$ cat src/sv/mtq_ram.sv
// ----------------------------------------------------------------------------
// mtq_ram
// Simple dual-port RAM: one write port, one read port with registered data.
// ----------------------------------------------------------------------------
module mtq_ram #(
    parameter int DATA_W = 32,
    parameter int ADDR_W = 6
) (
    input  logic              aclk,
    input  logic              wr_en,
    input  logic [ADDR_W-1:0] wr_addr,
    input  logic [DATA_W-1:0] wr_data,
    input  logic              rd_en,
    input  logic [ADDR_W-1:0] rd_addr,
    output logic [DATA_W-1:0] rd_data
);

    localparam int WORDS = 1 << ADDR_W;

    logic [DATA_W-1:0] mem [WORDS];

    always_ff @(posedge aclk) begin
        if (wr_en) begin
            mem[wr_addr] <= wr_data;
        end
    end

    // Read data holds until the next read is issued.
    always_ff @(posedge aclk) begin
        if (rd_en) begin
            rd_data <= mem[rd_addr];
        end
    end

endmodule

$ cat config.mk
export PLATFORM = sky130hd
export DESIGN_NAME = mtq_ram
export DESIGN_NICKNAME = d
export VERILOG_FILES = /design/src/sv/mtq_ram.sv
export SDC_FILE = /design/constraint.sdc
export NUM_CORES = 2
export LEC_CHECK = 0
export ABC_AREA = 1
export BUFFER_PORTS_ARGS = -buffer_cell sky130_fd_sc_hd__buf_2
export CORE_ASPECT_RATIO = 0.9
export CORE_MARGIN = 2
export CORE_UTILIZATION = 48
export DETAILED_ROUTE_END_ITERATION = 10
export SYNTH_ARGS = -nofsm -noshare
export SYNTH_HDL_FRONTEND = slang
export SYNTH_SLANG_ARGS = --single-unit
$ cat constraint.sdc
create_clock -name aclk -period 9.1 [get_ports aclk]
set_input_delay 1.365 -clock aclk [delete_from_list [all_inputs] [get_ports aclk]]
set_output_delay 1.365 -clock aclk [all_outputs]
set_load 0.02 [all_outputs]
==> flow_summary.toml <==
[cts]
root_buffer = "clkbuf_16"
tritoncts = "done"
cts_htree_levels = 4
clock_latency_ns = 0.86
cts.reportedPaths.clkPinSlew_ns = 0.06
cts.path.max_buffers = 3
clkSinkCount = 2080
holdBufCountCts = 0
cts_made_buffers = 208
post_cts_buffers = 0
post_cts_resized = 0

[power_and_ir_drop]
ir_drop_v = 0.000152
power_density_mw_per_mm2 = 218
p_leak_nw = 32.2
power_w = 0.0201

[synth]
synthMuxAreaShare_pct = 0
yosysSeqAreaShare_pct = 75.2
yosysMostFrequentCell = "nand2_1"
synth_xor_area_share_pct = 0
synth_seq_cells = 2080
yosysTopAreaCellShare_pct = 75.2
synth_compound_area_share_pct = 0
mappedNetlistArea_mm2 = 0.0831
syn-instance-count = 6769
ys_top_cells_by_area = "edfxtp_1 (75%), nand3_1 (11%), nand2_1 (10%)"
synth.net_count = 6816
synth_top_family_by_area = "simple AND/OR/NAND/NOR gates"
synth-simple-area-share_pct = 22.0
synth_warnings = 0
yosys.area.top_type = "edfxtp_1"
ys_types = 15
synth_edf_count = 2080
synth-main-ff-cell = "edfxtp_1"
synth_adder_area_share_pct = 0
syn_area_per_cell_um2 = 12.3
synthArstFlopShare_pct = 0
synth_common_cells = "nand2_1 (2,248), edfxtp_1 (2,080), nand3_1 (1,907)"

[die]
rows = 144
die_y_um = 399
initial_core_util_pct = 48.4
ioPinCount = 79
die_width_um = 442
dieArea_mm2 = 0.176
core_area_mm2 = 0.172

[timing]
finalSetupTns_ns = 0
worst_slack_ns = 4.69
fin_skew_ns = 0.0546
relSlewSlack_pct = 7.48
setup_viol = 0
rsz0062_at_grt = "no"
slew_violations = 0
final_hold_viol_count = 0
tightest_slew_ns = 1.39
fmax_mhz = 227
min_period_over_period_pct = 48.5
post-route-min-period_ns = 4.41

[critical_path]
crit_path_end_kind = "register"
r2r_cells = 8
crit_arrival_ns = 5.12
max_stage_delay_ns = 0.89
cp_slowest_cell = "buf_4"
crit_required_ns = 9.80
critPathKind = "input port to register"
critPathMaxFanout = 89
cp_cell_sequence = "buf_8 -> buf_4 -> buf_4 -> nand2_1 -> nand3_1 -> nand3_1 -> nand3_1 -> nand3_1 -> nand2_1 -> nand2_1 -> nand2_1"
setup.worst_path.start_class = "input port"

[placed_design]
io_buffers = 78
dp_slack_ns = 3.88
dp_hpwl_um = 118000
gp_congestion = 0.822
placed_cell_area_mm2 = 0.0858

[run]
cap_violations = 0

[drt]
vias_per_cell = 5.83
wl_um = 240000
first_pass_iters = 6
vias = 53600
antenna_left = 0
wl_per_cell_um = 26.1
drt_iter0_drc = 7078
drc = 0

[finish]
layout.nets = 6803
final_cell_area_mm2 = 0.0924
syn2layout_area_growth_pct = 11.2
layout-drive-gt1-share_pct = 8.25

[global_routing]
antenna_found_initial = 19
grt_max_degree = 233
first_global_vias = 49900
grt.total_usage_pct = 26.8
grt_pass1_wl_um = 347000
grt-ovfl-total = 0

[min_path]
holdPathStages = 8
hp-class = "register to register"

[run_status]
status = "completed"
[power breakdown]
group	switching, W	internal [W]	total, W
sequential	0.0000372	0.0106	0.0107
combinational	0.000941	0.000274	0.00122
clock	0.00368	0.00458	0.00827
total	0.00466	0.0155	0.0201
[cell families after synthesis]
| logic type | count (synthesis) |
|---|---|
| simple gates | 4228 |
| buf+inv | 461 |
| flops | 2080 |
[critical path, delay by kind of cell]
kind,cells,cell delay [ns]
buf+inv,3,2.15
simple gates,8,1.40
[per-stage QoR]
| stage | util, % | hold WS, ns | std cells |
|---|---|---|---|
| after floorplan | - | 0.797 | 6769 |
| after global placement | 50.0 | 0.878 | 8809 |
| after detailed placement | 50.0 | 0.878 | 8809 |
| after CTS | 53.8 | 0.881 | 9184 |
| after global routing | 53.9 | 0.954 | 9188 |
| final | 53.9 | 0.876 | 9195 |
[cell usage in the layout (no fill, tap or decap), drive strengths merged]
master and instances:
diode 11, nand2 2248, nor2 56, inv 17, clkinvlp 6, buf 226
nor4 8, nand3 1907, clkinv 99, bufinv 13, edfxtp 2080, clkbuf 252
nand4 9
[layout make-up]
cell class,instances,area (um^2)
Clock inverter,123,1150
Multi-Input combinational cell,4228,18800
Fill cell,14200,79100
Tap cell,2263,2830
Clock buffer,252,5370
Timing Repair Buffer,226,1690
Sequential cell,2080,62500
Inverter,12,82.6
Antenna cell,11,27.5
[registers in the layout, indices dropped and copies added (netlist names)]
register / count
mem: 2048
rd_data: 32
[routing by layer]
layer	vias up	global-route usage, %	share of wire, %
li1	24100	-	-
met1	26600	38.6	42
met2	2541	42.0	46
met3	375	4.40	9.0
met4	6	8.17	2.9
met5	-	0	0.018
[worst paths after layout]
check | startpoint | endpoint | slack, ns
setup / recovery | rd_addr[0] | rd_data[31] | 4.69
hold / removal | mem[40][8] | rd_data[8] | 0.88
setup reg to reg | mem[52][31] | rd_data[31] | 7.21
hold reg to reg | mem[40][8] | rd_data[8] | 0.88
Power figures use the tool's default switching activity.
